<file path="src/design/scan_reflector_pair_midpoint_unit_assert.svh">
// Assertion macros shared by the reflector pair midpoint unit.
`ifndef SCAN_REFLECTOR_PAIR_MIDPOINT_UNIT_ASSERT_SVH
`define SCAN_REFLECTOR_PAIR_MIDPOINT_UNIT_ASSERT_SVH

`ifndef SYNTH
`define SRPM_ASSERT_IMPLIES(label, ante, cons, msg) \
  label: assert property (@(posedge clk) disable iff (rst) (ante) |-> (cons)) \
    else $error(msg);
`define SRPM_ASSERT_NEVER(label, cond, msg) \
  label: assert property (@(posedge clk) disable iff (rst) !(cond)) \
    else $error(msg);
`else
`define SRPM_ASSERT_IMPLIES(label, ante, cons, msg)
`define SRPM_ASSERT_NEVER(label, cond, msg)
`endif

`endif

</file>
<file path="src/design/srpm_pkg.sv">
// Shared constants, types and tables of the reflector pair midpoint unit.
package srpm_pkg;

  localparam int MAX_SAMPLES  = 2048;
  localparam int CORDIC_STEPS = 16;

  localparam int IDX_W     = $clog2(MAX_SAMPLES);
  localparam int CNT_W     = IDX_W + 1;
  localparam int OUT_IDX_W = 11;
  localparam int POS_W     = (IDX_W > OUT_IDX_W) ? IDX_W : OUT_IDX_W;
  localparam int DIFF_W    = POS_W + 1;
  localparam int ANG_W     = DIFF_W + 17;
  localparam int MAG_W     = ANG_W - 1;
  localparam int QUO_BITS  = ANG_W - 23;
  localparam int QK_W      = $clog2(QUO_BITS);
  localparam int FOLD_W    = 24;

  localparam int THR_W      = 16;
  localparam int GAP_W      = 11;
  localparam int CTR_W      = 11;
  localparam int STEP_W     = 16;
  localparam int CFG_DATA_W = 16;
  localparam int CFG_SEL_W  = 2;
  localparam int RNG_W      = 16;
  localparam int MID_W      = 17;

  localparam int XY_W       = 36;
  localparam int SUM_W      = XY_W + 1;
  localparam int Z_W        = 33;
  localparam int ATAN_W     = 30;
  localparam int ATAN_SEL_W = 5;
  localparam int ITER_W     = $clog2(CORDIC_STEPS);
  localparam int GAIN_W     = 30;
  localparam int GAIN_SHIFT = 14;
  localparam int Z_SHIFT    = 10;
  localparam int MID_SHIFT  = 17;

  localparam int QUEUE_DEPTH = 2;
  localparam int QPTR_W      = $clog2(QUEUE_DEPTH);

  localparam int ANG_2PI     = 6588397;
  localparam int ANG_PI      = 3294199;
  localparam int ANG_HALF_PI = 1647099;
  localparam int GAIN_Q30    = 652032874;
  localparam int MID_LIMIT   = 65535;

  localparam logic signed [FOLD_W-1:0] TWO_PI_S  = FOLD_W'(ANG_2PI);
  localparam logic signed [FOLD_W-1:0] PI_S      = FOLD_W'(ANG_PI);
  localparam logic signed [FOLD_W-1:0] HALF_PI_S = FOLD_W'(ANG_HALF_PI);
  localparam logic signed [SUM_W-1:0]  ROUND_BIAS = SUM_W'(65536);
  localparam logic signed [SUM_W-1:0]  SUM_LIMIT  = SUM_W'(MID_LIMIT);
  localparam logic signed [MID_W-1:0]  MID_MAX_S  = MID_W'(MID_LIMIT);
  localparam logic signed [MID_W-1:0]  MID_MIN_S  = -MID_MAX_S;

  localparam logic [THR_W-1:0]  THRESHOLD_RESET = THR_W'(7000);
  localparam logic [GAP_W-1:0]  LEG_GAP_RESET   = GAP_W'(20);
  localparam logic [CTR_W-1:0]  CENTER_RESET    = CTR_W'(540);
  localparam logic [STEP_W-1:0] STEP_RESET      = STEP_W'(4575);

  typedef enum logic [CFG_SEL_W-1:0] {
    REG_THRESHOLD,
    REG_LEG_GAP,
    REG_CENTER,
    REG_STEP
  } cfg_reg_t;

  typedef enum logic [1:0] {
    LEGS_NONE,
    LEGS_ONE,
    LEGS_BOTH
  } legs_t;

  typedef struct packed {
    logic [THR_W-1:0]  threshold;
    logic [GAP_W-1:0]  leg_gap;
    logic [CTR_W-1:0]  center;
    logic [STEP_W-1:0] step;
  } cfg_t;

  typedef struct packed {
    legs_t             found;
    logic [IDX_W-1:0]  one_idx;
    logic [RNG_W-1:0]  one_rng;
    logic [IDX_W-1:0]  two_idx;
    logic [RNG_W-1:0]  two_rng;
  } leg_job_t;

  function automatic logic [ATAN_W-1:0] atan_q30(input logic [ATAN_SEL_W-1:0] i);
    case (i)
      5'd0:    atan_q30 = 30'h3243F6A8;
      5'd1:    atan_q30 = 30'h1DAC6705;
      5'd2:    atan_q30 = 30'h0FADBAFC;
      5'd3:    atan_q30 = 30'h07F56EA6;
      5'd4:    atan_q30 = 30'h03FEAB76;
      5'd5:    atan_q30 = 30'h01FFD55B;
      5'd6:    atan_q30 = 30'h00FFFAAA;
      5'd7:    atan_q30 = 30'h007FFF55;
      5'd8:    atan_q30 = 30'h003FFFEA;
      5'd9:    atan_q30 = 30'h001FFFFD;
      5'd10:   atan_q30 = 30'h000FFFFF;
      5'd11:   atan_q30 = 30'h0007FFFF;
      5'd12:   atan_q30 = 30'h0003FFFF;
      5'd13:   atan_q30 = 30'h0001FFFF;
      5'd14:   atan_q30 = 30'h0000FFFF;
      5'd15:   atan_q30 = 30'h00007FFF;
      5'd16:   atan_q30 = 30'h00003FFF;
      5'd17:   atan_q30 = 30'h00001FFF;
      5'd18:   atan_q30 = 30'h00000FFF;
      5'd19:   atan_q30 = 30'h000007FF;
      5'd20:   atan_q30 = 30'h000003FF;
      5'd21:   atan_q30 = 30'h000001FF;
      5'd22:   atan_q30 = 30'h000000FF;
      5'd23:   atan_q30 = 30'h0000007F;
      default: atan_q30 = '0;
    endcase
  endfunction

endpackage

</file>
<file path="src/design/srpm_front.sv">
// Sample classifier: counts samples, finds both legs and queues one job per scan.
module srpm_front (
  input  logic               clk,
  input  logic               rst,
  input  srpm_pkg::cfg_t     cfg,
  input  logic               in_valid,
  output logic               in_stall,
  input  logic [15:0]        intensity,
  input  logic [15:0]        range_mm,
  input  logic               scan_end,
  input  logic               q_full,
  output logic               q_push,
  output srpm_pkg::leg_job_t q_data
);
  import srpm_pkg::*;

  logic [CNT_W-1:0]  count, count_next;
  legs_t             legs, legs_next;
  logic [IDX_W-1:0]  one_idx, one_idx_next, two_idx, two_idx_next;
  logic [RNG_W-1:0]  one_rng, one_rng_next, two_rng, two_rng_next;
  logic [IDX_W-1:0]  idx;
  logic [DIFF_W-1:0] reach;
  logic              hit;
  logic              accept;

  always_comb begin
    accept       = in_valid && !q_full;
    in_stall     = q_full;
    idx          = count[IDX_W-1:0];
    hit          = intensity > cfg.threshold;
    count_next   = count;
    legs_next    = legs;
    one_idx_next = one_idx;
    one_rng_next = one_rng;
    two_idx_next = two_idx;
    two_rng_next = two_rng;
    if (count < CNT_W'(MAX_SAMPLES)) begin
      if (legs == LEGS_NONE && hit) begin
        one_idx_next = idx;
        one_rng_next = range_mm;
        legs_next    = LEGS_ONE;
      end
      count_next = count + CNT_W'(1);
    end
    reach = DIFF_W'(one_idx_next) + DIFF_W'(cfg.leg_gap);
    if (count < CNT_W'(MAX_SAMPLES) && legs_next == LEGS_ONE && hit &&
        DIFF_W'(idx) >= reach) begin
      two_idx_next = idx;
      two_rng_next = range_mm;
      legs_next    = LEGS_BOTH;
    end
    q_push = accept && scan_end;
    q_data = '{found: legs_next, one_idx: one_idx_next, one_rng: one_rng_next,
               two_idx: two_idx_next, two_rng: two_rng_next};
  end

  always_ff @(posedge clk) begin
    if (rst) begin
      count   <= '0;
      legs    <= LEGS_NONE;
      one_idx <= '0;
      one_rng <= '0;
      two_idx <= '0;
      two_rng <= '0;
    end else if (accept) begin
      if (scan_end) begin
        count   <= '0;
        legs    <= LEGS_NONE;
        one_idx <= '0;
        one_rng <= '0;
        two_idx <= '0;
        two_rng <= '0;
      end else begin
        count   <= count_next;
        legs    <= legs_next;
        one_idx <= one_idx_next;
        one_rng <= one_rng_next;
        two_idx <= two_idx_next;
        two_rng <= two_rng_next;
      end
    end
  end

endmodule

</file>
<file path="src/design/srpm_queue.sv">
// Short queue of per-scan leg jobs between the classifier and the solver.
module srpm_queue (
  input  logic               clk,
  input  logic               rst,
  input  logic               push,
  input  srpm_pkg::leg_job_t push_data,
  input  logic               pop,
  output srpm_pkg::leg_job_t pop_data,
  output logic               full,
  output logic               empty
);
  import srpm_pkg::*;

  leg_job_t          entries [QUEUE_DEPTH];
  logic [QPTR_W-1:0] wptr, rptr;
  logic [QPTR_W:0]   fill;

  function automatic logic [QPTR_W-1:0] ptr_inc(input logic [QPTR_W-1:0] p);
    if (p == QPTR_W'(QUEUE_DEPTH - 1)) begin
      ptr_inc = '0;
    end else begin
      ptr_inc = p + QPTR_W'(1);
    end
  endfunction

  assign full     = fill == (QPTR_W + 1)'(QUEUE_DEPTH);
  assign empty    = fill == '0;
  assign pop_data = entries[rptr];

  always_ff @(posedge clk) begin
    if (push && !full) begin
      entries[wptr] <= push_data;
    end
  end

  always_ff @(posedge clk) begin
    if (rst) begin
      wptr <= '0;
      rptr <= '0;
      fill <= '0;
    end else begin
      if (push && !full) begin
        wptr <= ptr_inc(wptr);
      end
      if (pop && !empty) begin
        rptr <= ptr_inc(rptr);
      end
      if ((push && !full) && !(pop && !empty)) begin
        fill <= fill + (QPTR_W + 1)'(1);
      end else if (!(push && !full) && (pop && !empty)) begin
        fill <= fill - (QPTR_W + 1)'(1);
      end
    end
  end

endmodule

</file>
<file path="src/design/srpm_back.sv">
// Leg solver: angle reduction, shared CORDIC rotation, midpoint and result word.
module srpm_back (
  input  logic                                clk,
  input  logic                                rst,
  input  srpm_pkg::cfg_t                      cfg,
  input  logic                                q_empty,
  input  srpm_pkg::leg_job_t                  q_data,
  output logic                                q_pop,
  output logic                                out_valid,
  input  logic                                out_stall,
  output logic                                approachable,
  output logic signed [srpm_pkg::MID_W-1:0]   mid_x_mm,
  output logic signed [srpm_pkg::MID_W-1:0]   mid_y_mm,
  output logic [srpm_pkg::OUT_IDX_W-1:0]      first_leg_index,
  output logic [srpm_pkg::OUT_IDX_W-1:0]      second_leg_index
);
  import srpm_pkg::*;

  typedef enum logic [3:0] {
    ST_IDLE,
    ST_ANGLE,
    ST_REDUCE,
    ST_WRAP,
    ST_FOLD,
    ST_ROTATE,
    ST_LEG_DONE,
    ST_SUM,
    ST_ROUND,
    ST_FINISH
  } state_t;

  state_t                    state;
  leg_job_t                  job;
  logic                      leg;
  logic [MAG_W-1:0]          mag;
  logic                      neg;
  logic [QK_W-1:0]           k;
  logic signed [FOLD_W-1:0]  ang;
  logic signed [XY_W-1:0]    x, y, x1, y1;
  logic signed [Z_W-1:0]     z;
  logic [ITER_W-1:0]         iter;
  logic                      flip;
  logic signed [SUM_W-1:0]   sx, sy;
  logic signed [MID_W-1:0]   held_x, held_y;

  logic [IDX_W-1:0]          cur_idx;
  logic [RNG_W-1:0]          cur_rng;
  logic signed [DIFF_W-1:0]  diff;
  logic signed [ANG_W-1:0]   prod, prod_neg;
  logic [MAG_W-1:0]          red_sub;
  logic signed [FOLD_W-1:0]  rem_s, a_sign, a_wrap, a_fold;
  logic                      fold_flip;
  logic [RNG_W+GAIN_W-1:0]   gprod;
  logic signed [XY_W-1:0]    dx, dy, xf, yf;
  logic signed [Z_W-1:0]     at_s;

  function automatic logic signed [MID_W-1:0] round_sat(input logic signed [SUM_W-1:0] s);
    logic signed [SUM_W-1:0] t;
    t = (s + ROUND_BIAS) >>> MID_SHIFT;
    if (t > SUM_LIMIT) begin
      round_sat = MID_MAX_S;
    end else if (t < -SUM_LIMIT) begin
      round_sat = MID_MIN_S;
    end else begin
      round_sat = MID_W'(t);
    end
  endfunction

  always_comb begin
    q_pop    = (state == ST_IDLE) && !q_empty;
    cur_idx  = leg ? job.two_idx : job.one_idx;
    cur_rng  = leg ? job.two_rng : job.one_rng;
    diff     = $signed(DIFF_W'(cur_idx) - DIFF_W'(cfg.center));
    prod     = diff * $signed({1'b0, cfg.step});
    prod_neg = -prod;
    red_sub  = MAG_W'(ANG_2PI) << k;

    rem_s  = $signed({1'b0, mag[FOLD_W-2:0]});
    a_sign = neg ? -rem_s : rem_s;
    if (a_sign > PI_S) begin
      a_wrap = a_sign - TWO_PI_S;
    end else if (a_sign < -PI_S) begin
      a_wrap = a_sign + TWO_PI_S;
    end else begin
      a_wrap = a_sign;
    end

    fold_flip = 1'b1;
    if (ang > HALF_PI_S) begin
      a_fold = ang - PI_S;
    end else if (ang < -HALF_PI_S) begin
      a_fold = ang + PI_S;
    end else begin
      a_fold    = ang;
      fold_flip = 1'b0;
    end
    gprod = cur_rng * GAIN_W'(GAIN_Q30);

    dx   = y >>> iter;
    dy   = x >>> iter;
    at_s = $signed(Z_W'(atan_q30(ATAN_SEL_W'(iter))));
    xf   = flip ? -x : x;
    yf   = flip ? -y : y;
  end

  always_ff @(posedge clk) begin
    if (rst) begin
      state     <= ST_IDLE;
      out_valid <= 1'b0;
      held_x    <= '0;
      held_y    <= '0;
      leg       <= 1'b0;
    end else begin
      if (state == ST_FINISH && (!out_valid || !out_stall)) begin
        out_valid <= 1'b1;
      end else if (out_valid && !out_stall) begin
        out_valid <= 1'b0;
      end
      case (state)
        ST_IDLE: begin
          if (!q_empty) begin
            job <= q_data;
            leg <= 1'b0;
            if (q_data.found == LEGS_BOTH) begin
              state <= ST_ANGLE;
            end else begin
              state <= ST_FINISH;
            end
          end
        end
        ST_ANGLE: begin
          mag   <= prod[ANG_W-1] ? prod_neg[MAG_W-1:0] : prod[MAG_W-1:0];
          neg   <= prod[ANG_W-1];
          k     <= QK_W'(QUO_BITS - 1);
          state <= ST_REDUCE;
        end
        ST_REDUCE: begin
          if (mag >= red_sub) begin
            mag <= mag - red_sub;
          end
          if (k == '0) begin
            state <= ST_WRAP;
          end else begin
            k <= k - QK_W'(1);
          end
        end
        ST_WRAP: begin
          ang   <= a_wrap;
          state <= ST_FOLD;
        end
        ST_FOLD: begin
          z     <= Z_W'(a_fold) <<< Z_SHIFT;
          flip  <= fold_flip;
          x     <= $signed(XY_W'(gprod >> GAIN_SHIFT));
          y     <= '0;
          iter  <= '0;
          state <= ST_ROTATE;
        end
        ST_ROTATE: begin
          if (!z[Z_W-1]) begin
            x <= x - dx;
            y <= y + dy;
            z <= z - at_s;
          end else begin
            x <= x + dx;
            y <= y - dy;
            z <= z + at_s;
          end
          if (iter == ITER_W'(CORDIC_STEPS - 1)) begin
            state <= ST_LEG_DONE;
          end else begin
            iter <= iter + ITER_W'(1);
          end
        end
        ST_LEG_DONE: begin
          if (!leg) begin
            x1    <= xf;
            y1    <= yf;
            leg   <= 1'b1;
            state <= ST_ANGLE;
          end else begin
            x     <= xf;
            y     <= yf;
            state <= ST_SUM;
          end
        end
        ST_SUM: begin
          sx    <= SUM_W'(x1) + SUM_W'(x);
          sy    <= SUM_W'(y1) + SUM_W'(y);
          state <= ST_ROUND;
        end
        ST_ROUND: begin
          held_x <= round_sat(sx);
          held_y <= round_sat(sy);
          state  <= ST_FINISH;
        end
        ST_FINISH: begin
          if (!out_valid || !out_stall) begin
            approachable     <= job.found == LEGS_BOTH;
            mid_x_mm         <= held_x;
            mid_y_mm         <= held_y;
            first_leg_index  <= (job.found != LEGS_NONE) ? OUT_IDX_W'(job.one_idx) : '0;
            second_leg_index <= (job.found == LEGS_BOTH) ? OUT_IDX_W'(job.two_idx) : '0;
            state            <= ST_IDLE;
          end
        end
        default: begin
          state <= ST_IDLE;
        end
      endcase
    end
  end

endmodule

</file>
<file path="src/design/scan_reflector_pair_midpoint_unit.sv">
// Top level of the reflector pair midpoint unit: configuration registers and wiring.
// The unit takes one scan sample per cycle and stalls its input only when two finished
// scans are already waiting for the solver. Each scan end queues one job; a scan without
// both legs goes from the queue straight to its result word, while a scan with both legs
// passes the shift-and-subtract angle reduction and then the single CORDIC rotator that
// serves both legs one after the other.
`include "scan_reflector_pair_midpoint_unit_assert.svh"

module scan_reflector_pair_midpoint_unit (
  input  logic                                clk,
  input  logic                                rst,
  input  logic                                cfg_we,
  input  logic [srpm_pkg::CFG_SEL_W-1:0]      cfg_index,
  input  logic [srpm_pkg::CFG_DATA_W-1:0]     cfg_data,
  input  logic                                in_valid,
  output logic                                in_stall,
  input  logic [15:0]                         intensity,
  input  logic [15:0]                         range_mm,
  input  logic                                scan_end,
  output logic                                out_valid,
  input  logic                                out_stall,
  output logic                                approachable,
  output logic signed [srpm_pkg::MID_W-1:0]   mid_x_mm,
  output logic signed [srpm_pkg::MID_W-1:0]   mid_y_mm,
  output logic [srpm_pkg::OUT_IDX_W-1:0]      first_leg_index,
  output logic [srpm_pkg::OUT_IDX_W-1:0]      second_leg_index
);
  import srpm_pkg::*;

  cfg_t     cfg;
  logic     q_push, q_pop, q_full, q_empty;
  leg_job_t q_push_data, q_pop_data;

  always_ff @(posedge clk) begin
    if (rst) begin
      cfg.threshold <= THRESHOLD_RESET;
      cfg.leg_gap   <= LEG_GAP_RESET;
      cfg.center    <= CENTER_RESET;
      cfg.step      <= STEP_RESET;
    end else if (cfg_we) begin
      case (cfg_reg_t'(cfg_index))
        REG_THRESHOLD: cfg.threshold <= cfg_data[THR_W-1:0];
        REG_LEG_GAP:   cfg.leg_gap   <= cfg_data[GAP_W-1:0];
        REG_CENTER:    cfg.center    <= cfg_data[CTR_W-1:0];
        REG_STEP:      cfg.step      <= cfg_data[STEP_W-1:0];
        default: begin
        end
      endcase
    end
  end

  srpm_front u_front (
    .clk      (clk),
    .rst      (rst),
    .cfg      (cfg),
    .in_valid (in_valid),
    .in_stall (in_stall),
    .intensity(intensity),
    .range_mm (range_mm),
    .scan_end (scan_end),
    .q_full   (q_full),
    .q_push   (q_push),
    .q_data   (q_push_data)
  );

  srpm_queue u_queue (
    .clk      (clk),
    .rst      (rst),
    .push     (q_push),
    .push_data(q_push_data),
    .pop      (q_pop),
    .pop_data (q_pop_data),
    .full     (q_full),
    .empty    (q_empty)
  );

  srpm_back u_back (
    .clk             (clk),
    .rst             (rst),
    .cfg             (cfg),
    .q_empty         (q_empty),
    .q_data          (q_pop_data),
    .q_pop           (q_pop),
    .out_valid       (out_valid),
    .out_stall       (out_stall),
    .approachable    (approachable),
    .mid_x_mm        (mid_x_mm),
    .mid_y_mm        (mid_y_mm),
    .first_leg_index (first_leg_index),
    .second_leg_index(second_leg_index)
  );

  `SRPM_ASSERT_IMPLIES(a_no_second_leg, out_valid && !approachable, second_leg_index == '0, "second leg index reported without both legs")
  `SRPM_ASSERT_IMPLIES(a_mid_range, out_valid, mid_x_mm >= MID_MIN_S && mid_y_mm >= MID_MIN_S, "midpoint below saturation limit")
  `SRPM_ASSERT_NEVER(a_pop_empty, q_pop && q_empty, "solver took a job from an empty queue")

endmodule

</file>
<file path="config.mk">
export PLATFORM = sky130hd
export DESIGN_NAME = scan_reflector_pair_midpoint_unit
export DESIGN_NICKNAME = d
export VERILOG_FILES = /design/src/design/srpm_pkg.sv /design/src/design/srpm_front.sv /design/src/design/srpm_queue.sv /design/src/design/srpm_back.sv /design/src/design/scan_reflector_pair_midpoint_unit.sv
export VERILOG_INCLUDE_DIRS = /design/src /design/src/design
export SDC_FILE = /design/constraint.sdc
export NUM_CORES = 2
export LEC_CHECK = 0
export ABC_AREA = 0
export BUFFER_PORTS_ARGS = -buffer_cell sky130_fd_sc_hd__buf_4
export CAP_MARGIN = 20
export CORE_UTILIZATION = 45
export DETAILED_ROUTE_END_ITERATION = 8
export PLACE_DENSITY_LB_ADDON = 0.1
export SLEW_MARGIN = 10
export SYNTH_ARGS = -nofsm -noshare
export SYNTH_HDL_FRONTEND = slang
export SYNTH_SLANG_ARGS = --single-unit
</file>
<file path="constraint.sdc">
create_clock -name clk -period 12.7 [get_ports clk]
set_input_delay 2.54 -clock clk [delete_from_list [all_inputs] [get_ports clk]]
set_output_delay 2.54 -clock clk [all_outputs]
set_load 0.05 [all_outputs]
</file>
==> flow_summary.ini <==
[outcome]
outcome = finished, final reports clean

[worst_setup_path]
worstPathArrival_ps = 10950
cp.required_ps = 13150
worst_r2r_path_depth = 34
crit_type = flip-flop to flip-flop
slowest_stage = a2111oi_0
max_stage_delay_ps = 890
cpMostUsedCell = fa_1
r2r_end = u_back.mag[26]
critical_path.endpoint_type = flip-flop
timing.rr.start = u_back.leg
cp_max_fo = 32
crit_path_start_kind = flip-flop
r2r_slack_ps = 2200

[logic_synthesis]
synthesis.area_um2 = 61300
ys_top_cells_by_area = edfxtp_1 (25%), fa_1 (11%), ha_1 (10%)
synthSimpleGateAreaFrac = 0.143
syn-instance-count = 6383
synth.top_cell.area_share = 0.247
ys_ff_latch = 701
synthArstFlopShare = 0
synth_edf_count = 505
synth_compound_area_frac = 0.147
synth_sequential_area_ratio = 0.311
synth_xor_xnor_area_share = 0.0692
syn_nets = 7279
ys_types = 97
synthMuxAreaShare = 0.0656
synth_top_area_cell = edfxtp_1
synth-adder-area-share = 0.212
post_synth.cell_area_avg_um2 = 9.61
ys.flop_type = edfxtp_1
synth_common_cells = nand2_1 (631), inv_1 (546), ha_1 (509), edfxtp_1 (505), nor2_1 (408)
synth_top_family_by_area = adder cells
yosysMostFrequentCell = nand2_1
ys_warn_count = 0

[clock_network]
path_clk_slew_ps = 60
cts_buffer_depth = 3
post-cts-setup-buffers = 0
clock_latency_ps = 710
numCtsBuffers = 80
cts_root_buf = clkbuf_16
cts_tree = built
cts_max_level = 3
cts-hold-fix-buffers = 0
post_cts.resized_instances = 0
cts_sinks = 701

[timing]
period_needed_ps = 10500
tightest_slew_ps = 1110
finalSetupViolCount = 0
hold_viol = 0
fmax_mhz = 95.2
drv_slew = 0
tns_ps = 0
finalCritPeriodShare = 0.827
slew-limit-headroom = 0.261
fin_skew_ps = 27.7
rsz0062_at_grt = no

[drt]
drcViolationCount = 0
wl_per_cell_um = 19.4
dr.pass1.iters = 5
avgViaCountPerCell = 5.66
postRouteAntennaNets = 0
num_vias = 46500
drtIter0Drc = 3208
route.final.wire_length_um = 159000

[floorplan]
pin_count = 115
die_h_um = 371
initial_core_util = 0.453
core_um2 = 135000
die_area_um2 = 138000
die_w_um = 371
rows = 135

[placement]
port_buffers = 114
hpwl_um = 121000
place_congestion = 0.918

[global_routing]
grt-ovfl-total = 0
grt_pass1_vias = 46000
grtUsageTotal = 0.231
grt_max_degree = 73
grt_pass1_wl_um = 255000
antenna_found_initial = 2

[min_path]
hold_path_class = flip-flop to flip-flop
holdCritStartpoint = u_back.held_y[4]
hold_end = u_back.mid_y_mm[4]
holdPathStages = 0

[run]
max-cap-violations = 0

[finish]
nets = 7258
areaGrowthSynthToFinish_pct = 8.83
fillers = 12700
drive_gt1_frac = 0.0956
sequential cells by signal (all words and copies together), names as in the netlist, 11 cells and up, named ones only:
signal / flops
u_front.one_rng: 16
u_back.at_s: 29
u_back.sy: 21
u_back.x: 36
u_back.mid_x_mm: 17
cfg: 54
u_front.count: 12
u_back.held_x: 17
u_back.job: 56
u_back.mid_y_mm: 17
u_queue.entries: 112
u_back.y: 36
u_front.one_idx: 11
u_back.sx: 21
u_back.y1: 36
u_back.z: 33
u_front.two_rng: 16
u_front.two_idx: 11
u_back.first_leg_index: 11
u_back.ang: 24
u_back.mag: 28
u_back.second_leg_index: 11
u_back.held_y: 17
u_back.x1: 36
layer usage:
layer / vias to the layer above / part of all wire / wire length [um] / GRT usage
met4: 0 / 0.018 / 2830 / 0.0487
met2: 879 / 0.47 / 75000 / 0.380
met1: 22800 / 0.47 / 75200 / 0.326
met5: - / 0 / 0 / 0
met3: 172 / 0.038 / 6060 / 0.0265
li1: 22700 / - / - / -
worst max-delay path by stage:
| stage | cells after the start | slack [ps] | endpoint | start |
|---|---|---|---|---|
| 2_1_floorplan | 38 | 2780 | u_back.mag[26] | u_back.leg |
| 3_3_place_gp | 34 | 2280 | u_back.mag[26] | u_back.leg |
| 3_5_place_dp | 34 | 2040 | u_back.mag[26] | u_back.leg |
| 4_1_cts | 34 | 2010 | u_back.mag[26] | u_back.leg |
| 5_1_grt | 34 | 1440 | u_back.mag[26] | u_back.leg |
| 6_report | 34 | 2200 | u_back.mag[26] | u_back.leg |
per-stage QoR:
step	area (um2)	worst slack, ps	util	std cells	hold WS [ps]
6_report	66800	2200	0.493	8213	429
5_1_grt	66800	1440	0.493	8212	433
4_1_cts	66700	2010	0.493	8209	430
3_5_place_dp	63900	2040	0.473	8059	416
3_3_place_gp	63900	2280	0.473	8058	412
2_1_floorplan	61300	2780	-	6383	409
placed cells by master, fill, tap and decap left out, types with 31 or more instances in the layout:
cell type	n
a31oi_1	70
or3_1	45
clkbuf_16	80
fa_1	331
and3_1	40
a211oi_1	36
nor2_1	401
o21ai_0	314
and2_1	90
o31ai_1	59
nand3_1	97
a21oi_1	386
mux2_2	159
nor4_1	32
xor2_1	202
dfxtp_1	194
a21o_1	126
a22o_1	58
buf_4	176
inv_1	546
o21a_1	38
xnor2_1	278
nor3_1	125
nand2b_1	85
or2_2	31
mux4_2	64
o21bai_1	35
edfxtp_1	505
nand4_1	44
mux2i_1	73
ha_1	509
nand2_1	630
nor2b_1	71
cell type report:
class | instances | area, um2 | area share
Sequential cell | 701 | 19100 | 0.286
Antenna cell | 2 | 5.00 | 0.0000750
Timing Repair Buffer | 178 | 1340 | 0.0201
Clock inverter | 39 | 556 | 0.00832
Tap cell | 1781 | 2230 | 0.0334
Multi-Input combinational cell | 4853 | 39300 | 0.588
Clock buffer | 111 | 2240 | 0.0335
Inverter | 548 | 2060 | 0.0308
critical path, delay by kind of cell, from the launching register on:
family / cells / cell delay [ps]
buf+inv: 4 / 590
flops: 1 / 310
fa+ha+maj: 7 / 3270
compound gates: 12 / 3240
xor+xnor: 1 / 160
mux: 2 / 510
simple gates: 8 / 2160
cells by family (layout without fill, tap and decap cells):
kind of cell             count (synthesis)  count (layout)
adder cells (fa/ha/maj)                840             840
flip-flops                             701             701
AND/OR/NAND/NOR                       1822            1822
other                                    0               2
AO/OA/AOI/OAI                         1409            1409
multiplexers                           299             299
XOR/XNOR                               483             483
buffers and inverters                  829             876
Power is not shown: default switching activity piles up to over one toggle a cycle in this logic, so the estimate is an artifact.
